===== src/design/lsps_pkg.sv =====
`timescale 1ns / 1ps
// ----------------------------------------------------------------------------
// lsps_pkg
// Shared types, widths and register codes of the LED strip pulse serializer.
// ----------------------------------------------------------------------------
package lsps_pkg;

  localparam int COLOUR_W           = 24;
  localparam int TICK_W             = 10;
  localparam int CHIP_W             = 8;
  localparam int CFG_IDX_W          = 3;
  localparam int CFG_DATA_W         = 10;

  localparam int LSPS_BITS_PER_CHIP = 24;
  localparam int LSPS_GROUPS        = 4;

  // register reset values
  localparam logic [TICK_W-1:0] RST_ZERO_HIGH  = TICK_W'(60);
  localparam logic [TICK_W-1:0] RST_ONE_HIGH   = TICK_W'(127);
  localparam logic [TICK_W-1:0] RST_BIT_PERIOD = TICK_W'(186);
  localparam logic [CHIP_W-1:0] RST_GROUP_A    = CHIP_W'(6);
  localparam logic [CHIP_W-1:0] RST_GROUP_BCD  = CHIP_W'(5);

  // beat kinds
  localparam logic KIND_TICK  = 1'b0;
  localparam logic KIND_START = 1'b1;

  typedef enum logic [CFG_IDX_W-1:0] {
    CFG_ZERO_HIGH  = 3'd0,
    CFG_ONE_HIGH   = 3'd1,
    CFG_BIT_PERIOD = 3'd2,
    CFG_GROUP_A    = 3'd3,
    CFG_GROUP_B    = 3'd4,
    CFG_GROUP_C    = 3'd5,
    CFG_GROUP_D    = 3'd6
  } cfg_reg_t;

  typedef struct packed {
    logic                kind;
    logic [COLOUR_W-1:0] colour_a;
    logic [COLOUR_W-1:0] colour_b;
    logic [COLOUR_W-1:0] colour_c;
    logic [COLOUR_W-1:0] colour_d;
  } lsps_in_t;

  typedef struct packed {
    logic line_level;
    logic busy_res;
    logic frame_done;
    logic start_ignored;
  } lsps_out_t;

  // select the colour word of a group from an input beat
  function automatic logic [COLOUR_W-1:0] lsps_pick_colour(input lsps_in_t d,
                                                           input logic [1:0] g);
    logic [COLOUR_W-1:0] c;
    case (g)
      2'd0:    c = d.colour_a;
      2'd1:    c = d.colour_b;
      2'd2:    c = d.colour_c;
      default: c = d.colour_d;
    endcase
    return c;
  endfunction

endpackage


===== src/design/lsps_out_buf.sv =====
`timescale 1ns / 1ps
// ----------------------------------------------------------------------------
// lsps_out_buf
// Two-entry result buffer: an output register plus a skid register.
// ----------------------------------------------------------------------------
module lsps_out_buf
  import lsps_pkg::*;
(
  input  logic      clk,
  input  logic      rst_n,
  input  logic      push,
  input  lsps_out_t push_data,
  output logic      can_push,
  output logic      out_valid,
  input  logic      out_ready,
  output lsps_out_t out_data
);

  logic      main_vld_r, main_vld_nxt;
  logic      skid_vld_r, skid_vld_nxt;
  lsps_out_t main_r, main_nxt;
  lsps_out_t skid_r, skid_nxt;
  logic      pop;

  assign pop       = main_vld_r && out_ready;
  assign can_push  = !skid_vld_r;
  assign out_valid = main_vld_r;
  assign out_data  = main_r;

  always_comb begin
    main_vld_nxt = main_vld_r;
    skid_vld_nxt = skid_vld_r;
    main_nxt     = main_r;
    skid_nxt     = skid_r;
    if (!main_vld_r || pop) begin
      // refill the output register, oldest beat first
      if (skid_vld_r) begin
        main_nxt     = skid_r;
        main_vld_nxt = 1'b1;
        skid_vld_nxt = 1'b0;
      end else begin
        main_nxt     = push_data;
        main_vld_nxt = push;
      end
    end else if (push) begin
      // output stalled: park the new beat
      skid_nxt     = push_data;
      skid_vld_nxt = 1'b1;
    end
  end

  always_ff @(posedge clk) begin
    if (!rst_n) begin
      main_vld_r <= 1'b0;
      skid_vld_r <= 1'b0;
    end else begin
      main_vld_r <= main_vld_nxt;
      skid_vld_r <= skid_vld_nxt;
    end
    main_r <= main_nxt;
    skid_r <= skid_nxt;
  end

endmodule


===== src/design/led_strip_pulse_serializer.sv =====
`timescale 1ns / 1ps
// ----------------------------------------------------------------------------
// led_strip_pulse_serializer
// One-wire encoder for a chain of LED chips: each beat is a timing tick or a frame start.
// ----------------------------------------------------------------------------
//
//  Channel  Ports                               Direction  Beat
//  -------  ----------------------------------  ---------  --------------------
//  in       in_valid / in_ready / in_data       input      tick or frame start
//  out      out_valid / out_ready / out_data    output     line level and flags
//  cfg      cfg_we / cfg_idx / cfg_wdata        input      register write
//
//  Every accepted beat yields exactly one result beat through the result
//  buffer, and a new beat is taken every cycle while the output keeps up.
//  The serializer state and the result are produced by one pass of logic
//  between the state registers and a two-entry result buffer.
//  When the output stalls, one more beat is parked in the skid register;
//  in_ready drops only once both result entries are full.
//  rst_n is synchronous: it clears the frame state and the buffer and loads
//  the register defaults (60 / 127 / 186 ticks, groups of 6, 5, 5, 5 chips).
//
module led_strip_pulse_serializer
  import lsps_pkg::*;
#(
  parameter int BITS_PER_CHIP = LSPS_BITS_PER_CHIP,
  parameter int GROUPS        = LSPS_GROUPS
) (
  input  logic                  clk,
  input  logic                  rst_n,
  input  logic                  in_valid,
  output logic                  in_ready,
  input  lsps_in_t              in_data,
  output logic                  out_valid,
  input  logic                  out_ready,
  output lsps_out_t             out_data,
  input  logic                  cfg_we,
  input  logic [CFG_IDX_W-1:0]  cfg_idx,
  input  logic [CFG_DATA_W-1:0] cfg_wdata
);

  localparam int BIT_IDX_W = $clog2(BITS_PER_CHIP);
  localparam int GIDX_W    = (GROUPS > 1) ? $clog2(GROUPS) : 1;

  typedef struct packed {
    logic              found;
    logic [GIDX_W-1:0] idx;
  } grp_sel_t;

  // configuration registers
  logic [TICK_W-1:0]   zero_hi_r;
  logic [TICK_W-1:0]   one_hi_r;
  logic [TICK_W-1:0]   period_r;
  logic [CHIP_W-1:0]   cnt_r [4];

  // frame state
  logic [COLOUR_W-1:0]      colour_r [GROUPS];
  logic [BITS_PER_CHIP-1:0] shift_r, shift_nxt;
  logic [BIT_IDX_W-1:0]     bit_idx_r, bit_idx_nxt;
  logic [TICK_W-1:0]        phase_r, phase_nxt;
  logic [CHIP_W-1:0]        chip_r, chip_nxt;
  logic [GIDX_W-1:0]        grp_r, grp_nxt;
  logic                     sending_r, sending_nxt;

  logic                     accept;
  logic                     is_start;
  logic                     load_store;
  logic [TICK_W-1:0]        high_ticks;
  logic [TICK_W-1:0]        period_eff;
  logic [TICK_W-1:0]        phase_inc;
  logic                     bit_end;
  logic                     last_bit;
  logic [CHIP_W-1:0]        chip_inc;
  logic                     grp_end;
  grp_sel_t                 first_grp;
  grp_sel_t                 nxt_grp;
  logic [GIDX_W-1:0]        rd_idx;
  logic [BITS_PER_CHIP-1:0] rd_word;
  logic                     buf_can_push;
  lsps_out_t                res;

  // fit a colour word to the chip word: zero-extend or keep the low bits
  function automatic logic [BITS_PER_CHIP-1:0] word_of(input logic [COLOUR_W-1:0] c);
    logic [COLOUR_W+BITS_PER_CHIP-1:0] ext;
    ext = {{BITS_PER_CHIP{1'b0}}, c};
    return ext[BITS_PER_CHIP-1:0];
  endfunction

  // first group at or after 'from' with a nonzero chip count
  function automatic grp_sel_t next_group(input logic [GIDX_W:0] from);
    grp_sel_t sel;
    sel = '0;
    for (int g = GROUPS - 1; g >= 0; g--) begin
      if ((GIDX_W+1)'(g) >= from && cnt_r[g] != '0) begin
        sel.found = 1'b1;
        sel.idx   = GIDX_W'(g);
      end
    end
    return sel;
  endfunction

  assign accept   = in_valid && in_ready;
  assign in_ready = buf_can_push;
  assign is_start = (in_data.kind == KIND_START);

  // pulse timing of the current bit
  assign high_ticks = shift_r[BITS_PER_CHIP-1] ? one_hi_r : zero_hi_r;
  assign period_eff = (period_r == '0) ? TICK_W'(1) : period_r;
  assign phase_inc  = phase_r + TICK_W'(1);
  assign bit_end    = (phase_inc >= period_eff);
  assign last_bit   = (bit_idx_r == BIT_IDX_W'(BITS_PER_CHIP - 1));

  // chip and group progress
  assign chip_inc  = chip_r + CHIP_W'(1);
  assign grp_end   = (chip_inc >= cnt_r[2'(grp_r)]);
  assign first_grp = next_group('0);
  assign nxt_grp   = next_group({1'b0, grp_r} + (GIDX_W+1)'(1));

  // one store read: the next group's word at a group change, else a repeat
  assign rd_idx  = grp_end ? nxt_grp.idx : grp_r;
  assign rd_word = word_of(colour_r[rd_idx]);

  always_comb begin
    shift_nxt   = shift_r;
    bit_idx_nxt = bit_idx_r;
    phase_nxt   = phase_r;
    chip_nxt    = chip_r;
    grp_nxt     = grp_r;
    sending_nxt = sending_r;
    load_store  = 1'b0;
    res         = '0;
    if (accept) begin
      if (is_start && !sending_r) begin
        // take the colours; a frame with no chips ends at once
        load_store = 1'b1;
        if (!first_grp.found) begin
          res.frame_done = 1'b1;
        end else begin
          grp_nxt      = first_grp.idx;
          shift_nxt    = word_of(lsps_pick_colour(in_data, 2'(first_grp.idx)));
          bit_idx_nxt  = '0;
          phase_nxt    = '0;
          chip_nxt     = '0;
          sending_nxt  = 1'b1;
          res.busy_res = 1'b1;
        end
      end else begin
        // a start while busy counts as a plain tick
        res.start_ignored = is_start;
        res.busy_res      = sending_r;
        if (sending_r) begin
          res.line_level = (phase_r < high_ticks);
          phase_nxt      = phase_inc;
          if (bit_end) begin
            phase_nxt = '0;
            shift_nxt = shift_r << 1;
            if (last_bit) begin
              bit_idx_nxt = '0;
              chip_nxt    = chip_inc;
              if (grp_end) begin
                if (!nxt_grp.found) begin
                  sending_nxt    = 1'b0;
                  res.frame_done = 1'b1;
                end else begin
                  grp_nxt   = nxt_grp.idx;
                  shift_nxt = rd_word;
                  chip_nxt  = '0;
                end
              end else begin
                shift_nxt = rd_word;
              end
            end else begin
              bit_idx_nxt = bit_idx_r + BIT_IDX_W'(1);
            end
          end
        end
      end
    end
  end

  always_ff @(posedge clk) begin
    if (!rst_n) begin
      zero_hi_r <= RST_ZERO_HIGH;
      one_hi_r  <= RST_ONE_HIGH;
      period_r  <= RST_BIT_PERIOD;
      cnt_r[0]  <= RST_GROUP_A;
      cnt_r[1]  <= RST_GROUP_BCD;
      cnt_r[2]  <= RST_GROUP_BCD;
      cnt_r[3]  <= RST_GROUP_BCD;
      shift_r   <= '0;
      bit_idx_r <= '0;
      phase_r   <= '0;
      chip_r    <= '0;
      grp_r     <= '0;
      sending_r <= 1'b0;
    end else begin
      if (cfg_we) begin
        case (cfg_reg_t'(cfg_idx))
          CFG_ZERO_HIGH:  zero_hi_r <= cfg_wdata;
          CFG_ONE_HIGH:   one_hi_r  <= cfg_wdata;
          CFG_BIT_PERIOD: period_r  <= cfg_wdata;
          CFG_GROUP_A:    cnt_r[0]  <= cfg_wdata[CHIP_W-1:0];
          CFG_GROUP_B:    cnt_r[1]  <= cfg_wdata[CHIP_W-1:0];
          CFG_GROUP_C:    cnt_r[2]  <= cfg_wdata[CHIP_W-1:0];
          CFG_GROUP_D:    cnt_r[3]  <= cfg_wdata[CHIP_W-1:0];
          default: ;
        endcase
      end
      shift_r   <= shift_nxt;
      bit_idx_r <= bit_idx_nxt;
      phase_r   <= phase_nxt;
      chip_r    <= chip_nxt;
      grp_r     <= grp_nxt;
      sending_r <= sending_nxt;
    end
  end

  // colour store: written only by a start accepted while idle, read only afterwards
  always_ff @(posedge clk) begin
    if (load_store) begin
      for (int g = 0; g < GROUPS; g++) begin
        colour_r[g] <= lsps_pick_colour(in_data, 2'(g));
      end
    end
  end

  lsps_out_buf u_out_buf (
    .clk       (clk),
    .rst_n     (rst_n),
    .push      (accept),
    .push_data (res),
    .can_push  (buf_can_push),
    .out_valid (out_valid),
    .out_ready (out_ready),
    .out_data  (out_data)
  );

endmodule


===== config.mk =====
export PLATFORM = sky130hd
export DESIGN_NAME = led_strip_pulse_serializer
export DESIGN_NICKNAME = d
export VERILOG_FILES = /design/src/design/lsps_pkg.sv /design/src/design/lsps_out_buf.sv /design/src/design/led_strip_pulse_serializer.sv
export SDC_FILE = /design/constraint.sdc
export NUM_CORES = 1
export LEC_CHECK = 0
export BUFFER_PORTS_ARGS = -buffer_cell sky130_fd_sc_hd__buf_4
export CAP_MARGIN = 20
export CORE_MARGIN = 2
export CORE_UTILIZATION = 35
export CTS_CLUSTER_DIAMETER = 50
export DETAILED_ROUTE_END_ITERATION = 6
export PLACE_DENSITY = 0.64
export SLEW_MARGIN = 20
export SYNTH_ARGS = -nofsm -noshare
export SYNTH_HDL_FRONTEND = slang
export SYNTH_SLANG_ARGS = --single-unit
export TNS_END_PERCENT = 50

===== constraint.sdc =====
create_clock -name clk -period 5.4 [get_ports clk]
set_input_delay 0.81 -clock clk [delete_from_list [all_inputs] [get_ports clk]]
set_output_delay 0.81 -clock clk [all_outputs]
set_load 0.03 [all_outputs]

After elaboration in Yosys (flattened, before gate mapping):

Memories as Yosys holds them, arrays and structs flattened. A register that Yosys moved wholly into a read port is not among the register bits.
Index checks and enable logic that the tools add are counted.

* $lt $le $gt $ge: 7
* reduce and logical (&&, ||, !) cells: 33
* $add $sub $neg: 4
* mux-type cells: 94
* multiply operators: 0
* bitwise operators: 6
* equal/unequal tests: 10
* divide/modulo/power cells: 0
* shift operators: 0

Operator list (count)
* $mux 24: 11
* $mux 8: 11
* $pmux 24 s3: 1
* $mux 10: 6
* $mux 1: 39
* $reduce_bool 8->1: 4
* $mux 5: 5
* $mux 3: 8
* $mux 2: 11
* $add 10x1->10 const B: 1
* $ge 10x10->1: 1
* $logic_not 10->1: 1
* $lt 10x10->1: 1
* $reduce_and 2->1: 5
* $reduce_bool 2->1: 5
* $eq 3x3->1 const B: 3
* $add 8x1->8 const B: 1
* $ge 8x8->1: 1
* $mux 4: 2
* $logic_and 1x1->1: 7
* $reduce_and 7->1: 1
* $eq 3x2->1 const B: 2
* $ge 1x3->1 const A: 2
* $ge 2x3->1 const A: 2
* other kinds (17): 23

* latch bits: 0
* ROM bits: 0
* memories: 2
* input port bits: 115
* memory bits (writable): 128
* bits in registers: 90
* logic and storage cells: 175
* output and inout port bits: 6

Memory list
* colour_r: words 4, width 24, rd ports 1, clocked after memory_dff 0, write ports 4, RTL line led_strip_pulse_serializer.sv:56 `logic [COLOUR_W-1:0] colour_r [GROUPS];`
* cnt_r: words 4, width 8, rd ports 5, clocked after memory_dff 1, write ports 4, RTL line led_strip_pulse_serializer.sv:53 `logic [CHIP_W-1:0] cnt_r [4];`

Logic depth before layout (Yosys ltp):

Gate-level depths: netlist (run 1).

* word-level depth: 15
* depth in mapped cells: 15
* depth with buffers taken out: 13

Modules after synthesis:

A second synthesis (run 1) with hierarchy kept.

* cell total of the unflattened synthesis: 1006
* area, all modules: 11131.9 um^2

By module, submodules not included
* led_strip_pulse_serializer: cells an instance 985, area an instance 10762.8 um^2, seq. area each 5485.3 um^2, instances 1
* lsps_out_buf: cells an instance 21, area an instance 369.1 um^2, seq. area each 280.3 um^2, instances 1

Least setup slack after synthesis (run 1):

Ideal clock, no wire load.

* kind: input-to-reg
* from: input port in_data[96] in the netlist's numbering
* to: memory colour_r[0][0] (enable)
* setup slack: -0.443 ns
* cell stages on the path: 4
* path buffers: 2
* data required time: 4.848 ns
* library setup time: 0.552 ns
* arrival time: 5.291 ns
* path through: nand2_1 clkbuf_1 clkbuf_1 nor2_1

RTL lines
* start, declared: RTL line led_strip_pulse_serializer.sv:32 `input lsps_in_t in_data,`
* end, declared: RTL line led_strip_pulse_serializer.sv:56

Worst setup path after layout (run 1):

* from: register phase_r[0]
* to: register shift_r[4]

* word-level cells in the longest chain between the ends: 4

Ends and longest elaborated chain
* start, declared: RTL line led_strip_pulse_serializer.sv:59 `logic [TICK_W-1:0] phase_r, phase_nxt;`
* start signal, assigned: RTL line led_strip_pulse_serializer.sv:210 `phase_r <= phase_nxt;`
* $add 10x1->10: RTL line led_strip_pulse_serializer.sv:108 `assign phase_inc = phase_r + TICK_W'(1);`
* $ge 10x10->1: RTL line led_strip_pulse_serializer.sv:109 `assign bit_end = (phase_inc >= period_eff);`
* $reduce_bool 2->1 (no line)
* $reduce_and 4->1 (no line)
* end signal, assigned: RTL line led_strip_pulse_serializer.sv:208 `shift_r <= shift_nxt;`
* end, declared: RTL line led_strip_pulse_serializer.sv:57 `logic [BITS_PER_CHIP-1:0] shift_r, shift_nxt;`

Every way passes these cells.
A chain may end at the register's enable or synchronous reset.

==> metrics.md, run 1 <==
| Metric | Value |
|---|---|
| Final period utilization | `0.760` |
| Reg2Reg Depth | `14` |
| Global route overflow | `0` |
| Max Root-Sink Buffers | `3` |
| Final setup violation count | `0` |
| Die Area | `33,000 um^2` |
| Overall Power | `4120 uW` |
| 1st-pass router iterations | `6` |
| Crit path kind | `reg2reg` |
| Predominant post-synthesis flop cell | `edfxtp_1` |
| Port bufs | `120` |
| Final WL | `30,000 um` |
| Syn_area_per_cell | `10.6 um^2` |
| Initial antenna violation count | `0` |
| GRT Total Usage | `0.179` |
| Peak supply drop | `0.213 mV` |
| Clk sink count | `220` |
| Largest net degree at the start of global routing | `45` |
| # diodes | `0` |
| RSZ-0062 raised after global routing | `no` |
| Setup TNS | `0 ns` |
| Register area share after synthesis | `0.522` |
| Die X | `182 um` |
| Number of gates resized after cts | `0` |
| Layout Nets | `1,288` |
| Layout area overhead | `20.0%` |
| Via-to-Cell Ratio | `5.53` |
| Unique masters post-synth | `73` |
| Clock buffer count from CTS | `27` |
| Synth top area share | `0.370` |
| Total core area | `31,300 um^2` |
| Placed Area | `12,300 um^2` |
| Startpoint Class | `register` |
| I/O Pins | `121` |
| Pwr per Cell Area | `311 nW/um^2` |
| Htree depth | `1` |
| FP Rows | `65` |
| Worst Path Required | `5.87 ns` |
| Initial drt markers | `598` |
| Post-CTS Hold Buffers | `0` |
| RR Endpoint | `shift_r[4]` |
| Die H | `182 um` |
| # Post-CTS Setup Buffers | `0` |
| CP Capture Type | `register` |
| Status | `completed` |
| Worst min-delay path startpoint | `in_data[95]` |
| Slew HR | `0.258` |
| Max Cap Violations | `0` |
| Most common cell after layout, fill and taps aside | `buf_4` |
| Max-slew violation count | `0` |
| WHS Path Cells | `1` |
| Clock root cell | `clkbuf_16` |
| Yosys reg bits | `220` |
| Worst min path class | `in2reg` |
| Initial Utilization | `0.353` |
| Post-Syn Area | `11,000 um^2` |
| Final hold vios | `0` |
| WL/cell | `19.1 um` |
| Detail Route Antenna Nets | `0` |
| Synth Net Count | `1,186` |
| Area contributors post-synth | `edfxtp_1 37%, dfxtp_1 15%, nand2_1 4.3%` |
| Worst-path fanout max | `16` |
| Share of layout cells above drive strength 1 | `0.197` |
| Placer Congestion | `0.819` |
| Area leader, netlist | `edfxtp_1` |
| DRC errors left | `0` |
| Final HPWL DP | `20,400 um` |
| R2R Path Start | `phase_r[0]` |
| Clock Skew | `0.0277 ns` |
| Mapped Cells | `1,041` |
| Clk Latency, worst-skew pair | `0.55 ns` |
| R2r setup slk | `1.30 ns` |
| Detailed-route via count | `8,660` |
| Fmax | `244 MHz` |
| Async S/R FF share, synth | `0` |
| Worst Hold Path EP | `colour_r[0][23]` |
| Commonest non-fill, non-tap cells in the layout | `137 x buf_4, 136 x edfxtp_1, 126 x nand2_1, 84 x dfxtp_1, 56 x nor2_1` |
| CTS tree | `built` |
| Slew @ Worst Pin | `1.11 ns` |
| YS warnings | `0` |
| Leakage power | `0.00505 uW` |
| Number of synthesized flops with an enable pin | `136` |
| Final instance area | `13,200 um^2` |
| Arrival time worst endpoint | `4.57 ns` |
| Number of global-route vias before repair | `8,447` |
| First-pass GRT wire length | `46,900 um` |
| Fin crit period | `4.10 ns` |
| Clock Pin Slew Worst Setup and Hold Paths | `0.06 ns` |
[worst max path at each step]
stage	from	to	slack [ns]
after floorplan	in_data[96]	colour_r[0][0]	1.17
after CTS	phase_r[0]	shift_r[3]	1.31
final	phase_r[0]	shift_r[4]	1.30
after detailed placement	phase_r[0]	shift_r[3]	1.31
after global placement	phase_r[0]	shift_r[5]	1.36
after global routing	phase_r[0]	shift_r[3]	0.91
[power breakdown]
group          internal (uW)  switching, uW
clock                   1110            737
sequential              1870           44.3
combinational            154            204
[layer usage]
| metal | routed length [um] | track usage |
|---|---|---|
| met5 | 0 | 0 |
| met1 | 13100 | 0.240 |
| met3 | 2160 | 0.0311 |
| met4 | 730 | 0.0559 |
| met2 | 13900 | 0.295 |
[cell usage after synthesis (26+ instances only)]
library cell,number
a21oi_1,49
edfxtp_1,136
and2_1,28
o21ai_0,50
ha_1,30
a21o_1,26
nand2_1,126
dfxtp_1,84
clkbuf_1,38
and3_1,34
nor2_1,57
nand3_1,46
[sequential cells by signal, summed over array words and instances, names as in the netlist, named ones only]
register / flops
colour_r: 96
cnt_r: 32
shift_r: 24
one_hi_r: 10
period_r: 10
phase_r: 10
zero_hi_r: 10
chip_r: 8
bit_idx_r: 5
u_out_buf.out_data: 4
u_out_buf.skid_r: 4
grp_r: 2
sending_r: 1
u_out_buf.out_valid: 1
u_out_buf.skid_vld_r: 1
[layout make-up]
type / count / area, um^2
Clock buffer: 32 / 724
Clock inverter: 18 / 198
Fill cell: 2989 / 18100
Inverter: 23 / 86.3
Multi-Input combinational cell: 734 / 4940
Sequential cell: 220 / 5770
Tap cell: 402 / 503
Timing Repair Buffer: 137 / 1030
[critical path: stages (launching register included)]
cell and delay [ns]:
dfxtp_1 0.42, ha_1 0.23, and3_1 0.21, and3_1 0.25, nand3_1 0.11, xnor2_1 0.15
ha_1 0.31, a211o_1 0.30, or3_1 0.30, a211oi_1 0.20, o21ai_0 0.21, nand2_1 0.42
nand2_1 0.38, buf_4 0.35, a41oi_1 0.19
[cell families after synthesis]
group,after synthesis,synth area share
compound gates,297,0.193
xor+xnor,23,0.0182
fa+ha+maj,30,0.0340
buf+inv,87,0.0334
flops,220,0.522
mux,22,0.0303
simple gates,362,0.169
[metrics by stage]
step	cells	hold slack (ns)	setup slack [ns]	utilization
3_3_place_gp	1514	0.443	1.36	0.393
2_1_floorplan	1041	0.436	1.17	-
4_1_cts	1564	0.421	1.31	0.422
5_1_grt	1566	0.422	0.915	0.423
6_report	1566	0.443	1.30	0.423
3_5_place_dp	1514	0.446	1.31	0.393
Power figures use the tool's default switching activity.
==> run 2: changes to the inputs <==
==> constraint.sdc (replaced) <==
create_clock -name clk -period 3.45 [get_ports clk]
set_input_delay 0.5175 -clock clk [delete_from_list [all_inputs] [get_ports clk]]
set_output_delay 0.5175 -clock clk [all_outputs]
set_load 0.03 [all_outputs]
==> metrics.md, run 2 (synthesis results as in run 1) <==
| Metric | Value |
|---|---|
| Status | `completed` |
| Biggest registers after layout | `colour_r: 96 flops, cnt_r: 32 flops, shift_r: 24 flops` |
| RR Endpoint | `shift_r[16]` |
| Clock Skew | `0.0242 ns (-0.00345 ns)` |
| Final WL | `31,100 um (+3.8%)` |
| CP startpoint | `chip_r[0]` |
| Placed Area | `12,600 um^2 (+2.6%)` |
| Final setup violation count | `0 (unchanged)` |
| Max Root-Sink Buffers | `3 (unchanged)` |
| Clock buffer count from CTS | `29 (+7.4%)` |
| Die H | `182 um (unchanged)` |
| Max-slew violation count | `0 (unchanged)` |
| Share of layout cells above drive strength 1 | `0.244 (+0.0470)` |
| Slew HR | `0.361 (+0.103)` |
| Max reg flops | `96 (unchanged)` |
| Startpoint Class | `register` |
| Detailed-route via count | `8,894 (+2.7%)` |
| CP Capture Type | `register` |
| Largest Register | `colour_r` |
| Die Area | `33,000 um^2 (unchanged)` |
| CTS tree | `built` |
| Max Cap Violations | `0 (unchanged)` |
| Clk Latency, worst-skew pair | `0.56 ns (about the same)` |
| Number of global-route vias before repair | `8,898 (+5.3%)` |
| Pwr per Cell Area | `492 nW/um^2 (+58%)` |
| Sequential cell area | `5770 um^2 (+0.15%)` |
| Final Instance Count excl. Fillers | `1,604 (+2.4%)` |
| Fin crit period | `3.32 ns (-0.781 ns)` |
| Most common cell after layout, fill and taps aside | `buf_4` |
| Largest net degree at the start of global routing | `50 (+11%)` |
| Final hold vios | `0 (unchanged)` |
| Commonest non-fill, non-tap cells in the layout | `163 x buf_4, 136 x edfxtp_1, 125 x nand2_1, 77 x dfxtp_1, 56 x nor2_1` |
| Worst-path fanout max | `5 (-11)` |
| Crit path kind | `reg2reg` |
| Clk sink count | `220 (unchanged)` |
| Slew @ Worst Pin | `0.955 ns (-0.158 ns)` |
| Worst min path class | `in2reg` |
| Final HPWL DP | `21,300 um (+4.2%)` |
| WL/cell | `19.4 um (+1.4%)` |
| Clock Pin Slew Worst Setup and Hold Paths | `0.06 ns (about the same)` |
| Multi-input gate area | `5040 um^2 (+2.0%)` |
| # diodes | `0 (unchanged)` |
| I/O Pins | `121 (unchanged)` |
| First-pass GRT wire length | `48,400 um (+3.4%)` |
| Detail Route Antenna Nets | `0 (unchanged)` |
| Reg2Reg Depth | `12 (-2)` |
| Placer Congestion | `0.819 (about the same)` |
| Htree depth | `1 (unchanged)` |
| DP Cell Count | `1,547 (+2.2%)` |
| Final period utilization | `0.963 (+0.203)` |
| R2R Path Start | `chip_r[0]` |
| Via-to-Cell Ratio | `5.54 (+0.27%)` |
| GRT Total Usage | `0.184 (+0.00502)` |
| Worst Path Required | `3.90 ns (-1.97 ns)` |
| Leakage power | `0.00535 uW (+5.9%)` |
| Fillers | `2,918 (-2.4%)` |
| Peak supply drop | `0.347 mV (+63%)` |
| Crit path to | `shift_r[16]` |
| Global route overflow | `0 (unchanged)` |
| Layout area overhead | `25.5%` |
| Setup TNS | `0 ns (unchanged)` |
| Initial Utilization | `0.353 (unchanged)` |
| R2r setup slk | `0.13 ns (-1.17 ns)` |
| FP Rows | `65 (unchanged)` |
| Worst min-delay path startpoint | `in_data[24]` |
| Clock root cell | `clkbuf_16` |
| Die X | `182 um (unchanged)` |
| Arrival time worst endpoint | `3.78 ns (-0.79 ns)` |
| Total core area | `31,300 um^2 (unchanged)` |
| Initial antenna violation count | `0 (unchanged)` |
| Initial drt markers | `641 (+7.2%)` |
| Final instance area | `13,900 um^2 (+4.6%)` |
| Overall Power | `6820 uW (+65%)` |
| DRC errors left | `0 (unchanged)` |
| Port bufs | `120 (unchanged)` |
| Layout Nets | `1,325 (+2.9%)` |
| 1st-pass router iterations | `5 (-1)` |
| Fmax | `301 MHz (+24%)` |
[run 2: cell count changes in the layout (fill, tap and decap cells not counted), moves of 3 or more]
cell / before / now
buf_4: 137 / 163
clkinv_2: 7 / 2
dfxtp_2: 0 / 7
and3_1: 34 / 31
buf_12: 0 / 8
clkbuf_16: 27 / 30
clkbuf_8: 3 / 7
dfxtp_1: 84 / 77
[run 2: critical path: stages (launching register included)]
cell and delay, ns:
dfxtp_2 0.37, and3_1 0.17, and3_1 0.18, nand3_1 0.12, xnor2_2 0.17, ha_1 0.33
and2_4 0.17, o2111ai_2 0.16, o21a_2 0.28, or3_4 0.40, nand2_2 0.12, mux4_2 0.52
o211a_1 0.23
[run 2: area by class of cell]
| class | instances | share of cell area |
|---|---|---|
| Clock buffer | 40 | 0.0607 |
| Clock inverter | 13 | 0.0148 |
| Inverter | 23 | 0.00623 |
| Multi-Input combinational cell | 734 | 0.364 |
| Sequential cell | 220 | 0.417 |
| Tap cell | 402 | 0.0363 |
| Timing Repair Buffer | 172 | 0.102 |
[run 2: routing by layer]
metal  global-route usage  wire (um)
met1                0.243      13500
met3               0.0323       2020
met5                    0          0
met2                0.306      14800
met4               0.0582        740
[run 2: timing repair]
action,in CTS,in global routing
hold buffers,0,0
endpoints found under the setup margin,3,53
pin swaps,0,8
cloned,0,1
setup buffers,0,3
resized for setup,1,37
[run 2: per-stage QoR]
stage / utilization / setup WS, ns / hold WS, ns
2_1_floorplan: - / 0.0917 / 0.436
3_3_place_gp: 0.403 / 0.0662 / 0.444
3_5_place_dp: 0.403 / -0.0110 / 0.448
4_1_cts: 0.437 / 0.00461 / 0.124
5_1_grt: 0.443 / -0.0128 / 0.131
6_report: 0.443 / 0.127 / 0.144
[run 2: how the worst min path moves through the flow]
stage,slack (ns),depth (start not counted),end
finish,0.14,1,colour_r[2][0]
floorplan,0.44,2,zero_hi_r[0]
detailed placement,0.45,2,one_hi_r[8]
global route,0.13,1,colour_r[1][14]
CTS,0.12,1,colour_r[1][14]
global placement,0.44,2,one_hi_r[8]
[run 2: power by group]
| part | total [uW] | internal (uW) | switching (uW) |
|---|---|---|---|
| logic | 594 | 268 | 326 |
| registers | 3010 | 2930 | 74.5 |
| clock network | 3220 | 2020 | 1200 |
==> run 3: changes to the inputs <==
--- a/config.mk
+++ b/config.mk
@@ -11,7 +11,7 @@
 export CORE_UTILIZATION = 35
 export CTS_CLUSTER_DIAMETER = 50
 export DETAILED_ROUTE_END_ITERATION = 6
-export PLACE_DENSITY = 0.64
+export PLACE_DENSITY = 0.62
 export SLEW_MARGIN = 20
 export SYNTH_ARGS = -nofsm -noshare
 export SYNTH_HDL_FRONTEND = slang
==> constraint.sdc (replaced) <==
create_clock -name clk -period 3.7 [get_ports clk]
set_input_delay 0.555 -clock clk [delete_from_list [all_inputs] [get_ports clk]]
set_output_delay 0.555 -clock clk [all_outputs]
set_load 0.03 [all_outputs]
==> metrics.md, run 3 (synthesis results as in run 1) <==
| Metric | Value |
|---|---|
| Port bufs | `120 (unchanged)` |
| Setup TNS | `0 ns (unchanged)` |
| Clk network pwr share | `0.454 (-0.018)` |
| Largest net degree at the start of global routing | `67 (+34%)` |
| Max Cap Violations | `0 (unchanged)` |
| FP Rows | `65 (unchanged)` |
| Multi-input gate area | `4940 um^2 (-1.9%)` |
| Status | `completed` |
| Pwr per Cell Area | `453 nW/um^2 (-7.8%)` |
| Share of layout cells above drive strength 1 | `0.209 (-0.0346)` |
| Die H | `182 um (unchanged)` |
| Layout Nets | `1,304 (-1.6%)` |
| I/O Pins | `121 (unchanged)` |
| Arrival time worst endpoint | `3.85 ns (+0.07 ns)` |
| Initial antenna violation count | `0 (unchanged)` |
| Max-slew violation count | `0 (unchanged)` |
| Clk Latency, worst-skew pair | `0.55 ns (about the same)` |
| Sequential Power Share | `0.458 (+0.017)` |
| Placer Congestion | `0.803 (-1.9%)` |
| Slew @ Worst Pin | `1.07 ns (+0.115 ns)` |
| DRC errors left | `0 (unchanged)` |
| Final period utilization | `0.916 (-0.0467)` |
| Most common cell after layout, fill and taps aside | `buf_4` |
| WL/cell | `19.1 um (-1.8%)` |
| Crit path kind | `reg2reg` |
| Post-route setup slack | `0.309 ns (+0.182 ns)` |
| Final hold vios | `0 (unchanged)` |
| Die Area | `33,000 um^2 (unchanged)` |
| Worst min path class | `in2reg` |
| Clk sink count | `220 (unchanged)` |
| Global route overflow | `0 (unchanged)` |
| Clock buffer count from CTS | `28 (-3.4%)` |
| First-pass GRT wire length | `47,100 um (-2.8%)` |
| Slew HR | `0.279 (-0.0821)` |
| Number of global-route vias before repair | `8,397 (-5.6%)` |
| Clock Pin Slew Worst Setup and Hold Paths | `0.06 ns (about the same)` |
| Max reg flops | `96 (unchanged)` |
| Commonest non-fill, non-tap cells in the layout | `145 x buf_4, 136 x edfxtp_1, 126 x nand2_1, 84 x dfxtp_1, 56 x nor2_1` |
| Worst Path Required | `4.16 ns (+0.26 ns)` |
| Fillers | `2,949 (+1.1%)` |
| Worst hold slack | `0.186 ns (+0.0416 ns)` |
| Worst path cell trace | `ha_1 -> and3_1 -> and3_2 -> nand3_1 -> xnor2_1 -> ha_1 -> a211o_1 -> or3_1 -> a211oi_2 -> o21ai_0 -> buf_4 -> nand3_1 -> mux2_2 -> nor2_1` |
| Startpoint Class | `register` |
| GRT Total Usage | `0.179 (-0.00455)` |
| Final WL | `30,200 um (-3.0%)` |
| DP Cell Count | `1,531 (-1.0%)` |
| 1st-pass router iterations | `7 (+2)` |
| Fmax | `295 MHz (-2.0%)` |
| Final Instance Count excl. Fillers | `1,583 (-1.3%)` |
| Worst-path fanout max | `4 (-1)` |
| Initial drt markers | `701 (+9.4%)` |
| Clock root cell | `clkbuf_16` |
| Detail Route Antenna Nets | `0 (unchanged)` |
| Final instance area | `13,500 um^2 (-2.8%)` |
| Int Power | `4610 uW (-12%)` |
| Final HPWL DP | `20,700 um (-2.8%)` |
| Leakage power | `0.00515 uW (-3.8%)` |
| Placed Area | `12,500 um^2 (-0.95%)` |
| CP Capture Type | `register` |
| Comb pwr share | `0.088 (about the same)` |
| Peak supply drop | `0.308 mV (-11%)` |
| Detailed-route via count | `8,642 (-2.8%)` |
| Htree depth | `1 (unchanged)` |
| Via-to-Cell Ratio | `5.46 (-1.5%)` |
| Initial Utilization | `0.353 (unchanged)` |
| Clock Skew | `0.0268 ns (+0.00252 ns)` |
| # diodes | `0 (unchanged)` |
| Psw | `1490 uW (-6.7%)` |
| Total core area | `31,300 um^2 (unchanged)` |
| RSZ-0062 raised after global routing | `no` |
| CP max-delay cell | `dfxtp_1` |
| Max Root-Sink Buffers | `3 (unchanged)` |
| Final setup violation count | `0 (unchanged)` |
| Net Sw Frac | `0.244 (+0.00974)` |
| Layout area overhead | `22.0%` |
| Die X | `182 um (unchanged)` |
| Sequential cell area | `5770 um^2 (-0.15%)` |
| Largest Register | `colour_r` |
| Largest stage delay on the critical path | `0.36 ns (-0.16 ns)` |
| Fin crit period | `3.39 ns (+0.0679 ns)` |
| Biggest registers after layout | `colour_r: 96 flops, cnt_r: 32 flops, shift_r: 24 flops` |
| CTS tree | `built` |
| Pre-CTS WS | `0.117 ns (+0.128 ns)` |
[run 3: layer usage]
layer  vias up  GRT usage  wire [um]  part of all wire
met5         -          0          0                 0
met4         0     0.0364        511             0.017
met3        46     0.0237       1890             0.063
met2       282      0.300      14400              0.48
li1       4160          -          -                 -
met1      4154      0.249      13400              0.44
[run 3: layout make-up]
cell class	instances	share of cell area
clock buffers	31	0.0536
clock inverters	21	0.0172
inverters	23	0.00641
multi-input cells	734	0.367
flip-flops and latches	220	0.428
well taps	402	0.0373
repair buffers	152	0.0906
[run 3: worst max-delay path, delay by kind of cell (launching register included)]
kind	cells	cell delay, ns
buffers and inverters	1	0.16
and+or+nand+nor	6	1.13
DFF	1	0.36
xor gates and xnor gates	1	0.14
muxes	1	0.36
adders and majority gates	2	0.53
AOI/OAI and AO/OA	3	0.64
[run 3: path summary, 6_finish.rpt]
kind | startpoint | to | slack, ns | depth (start not counted)
worst max-delay path | phase_r[1] | register | 0.31 | 14
worst min-delay path | in_data[66] | colour_r[1][18] | 0.19 | 1
worst max register to register | phase_r[1] | register | 0.31 | 14
worst min register to register | zero_hi_r[0] | zero_hi_r[0] | 0.46 | 2
[run 3: per-stage QoR]
| step | util | total power [uW] |
|---|---|---|
| 4_1_cts | 0.430 | 6150 |
| 6_report | 0.430 | 6110 |
| 3_3_place_gp | 0.399 | 3380 |
| 2_1_floorplan | - | 3130 |
| 3_5_place_dp | 0.399 | 3380 |
| 5_1_grt | 0.430 | 6310 |
[run 3: what timing repair did]
item,4_1_cts,5_1_grt
gates resized for setup,0,6
hold buffers,0,0
buffers inserted,0,0
setup endpoints to repair,0,37
endpoints found under the hold margin,0,0
[run 3: power by group through the flow]
stage                     clock [uW]  sequential, uW  combinational, uW
after floorplan                    0            2830                292
after global placement             0            2850                528
after detailed placement           0            2850                536
after CTS                       2810            2800                539
after global routing            2910            2810                587
final                           2770            2800                536
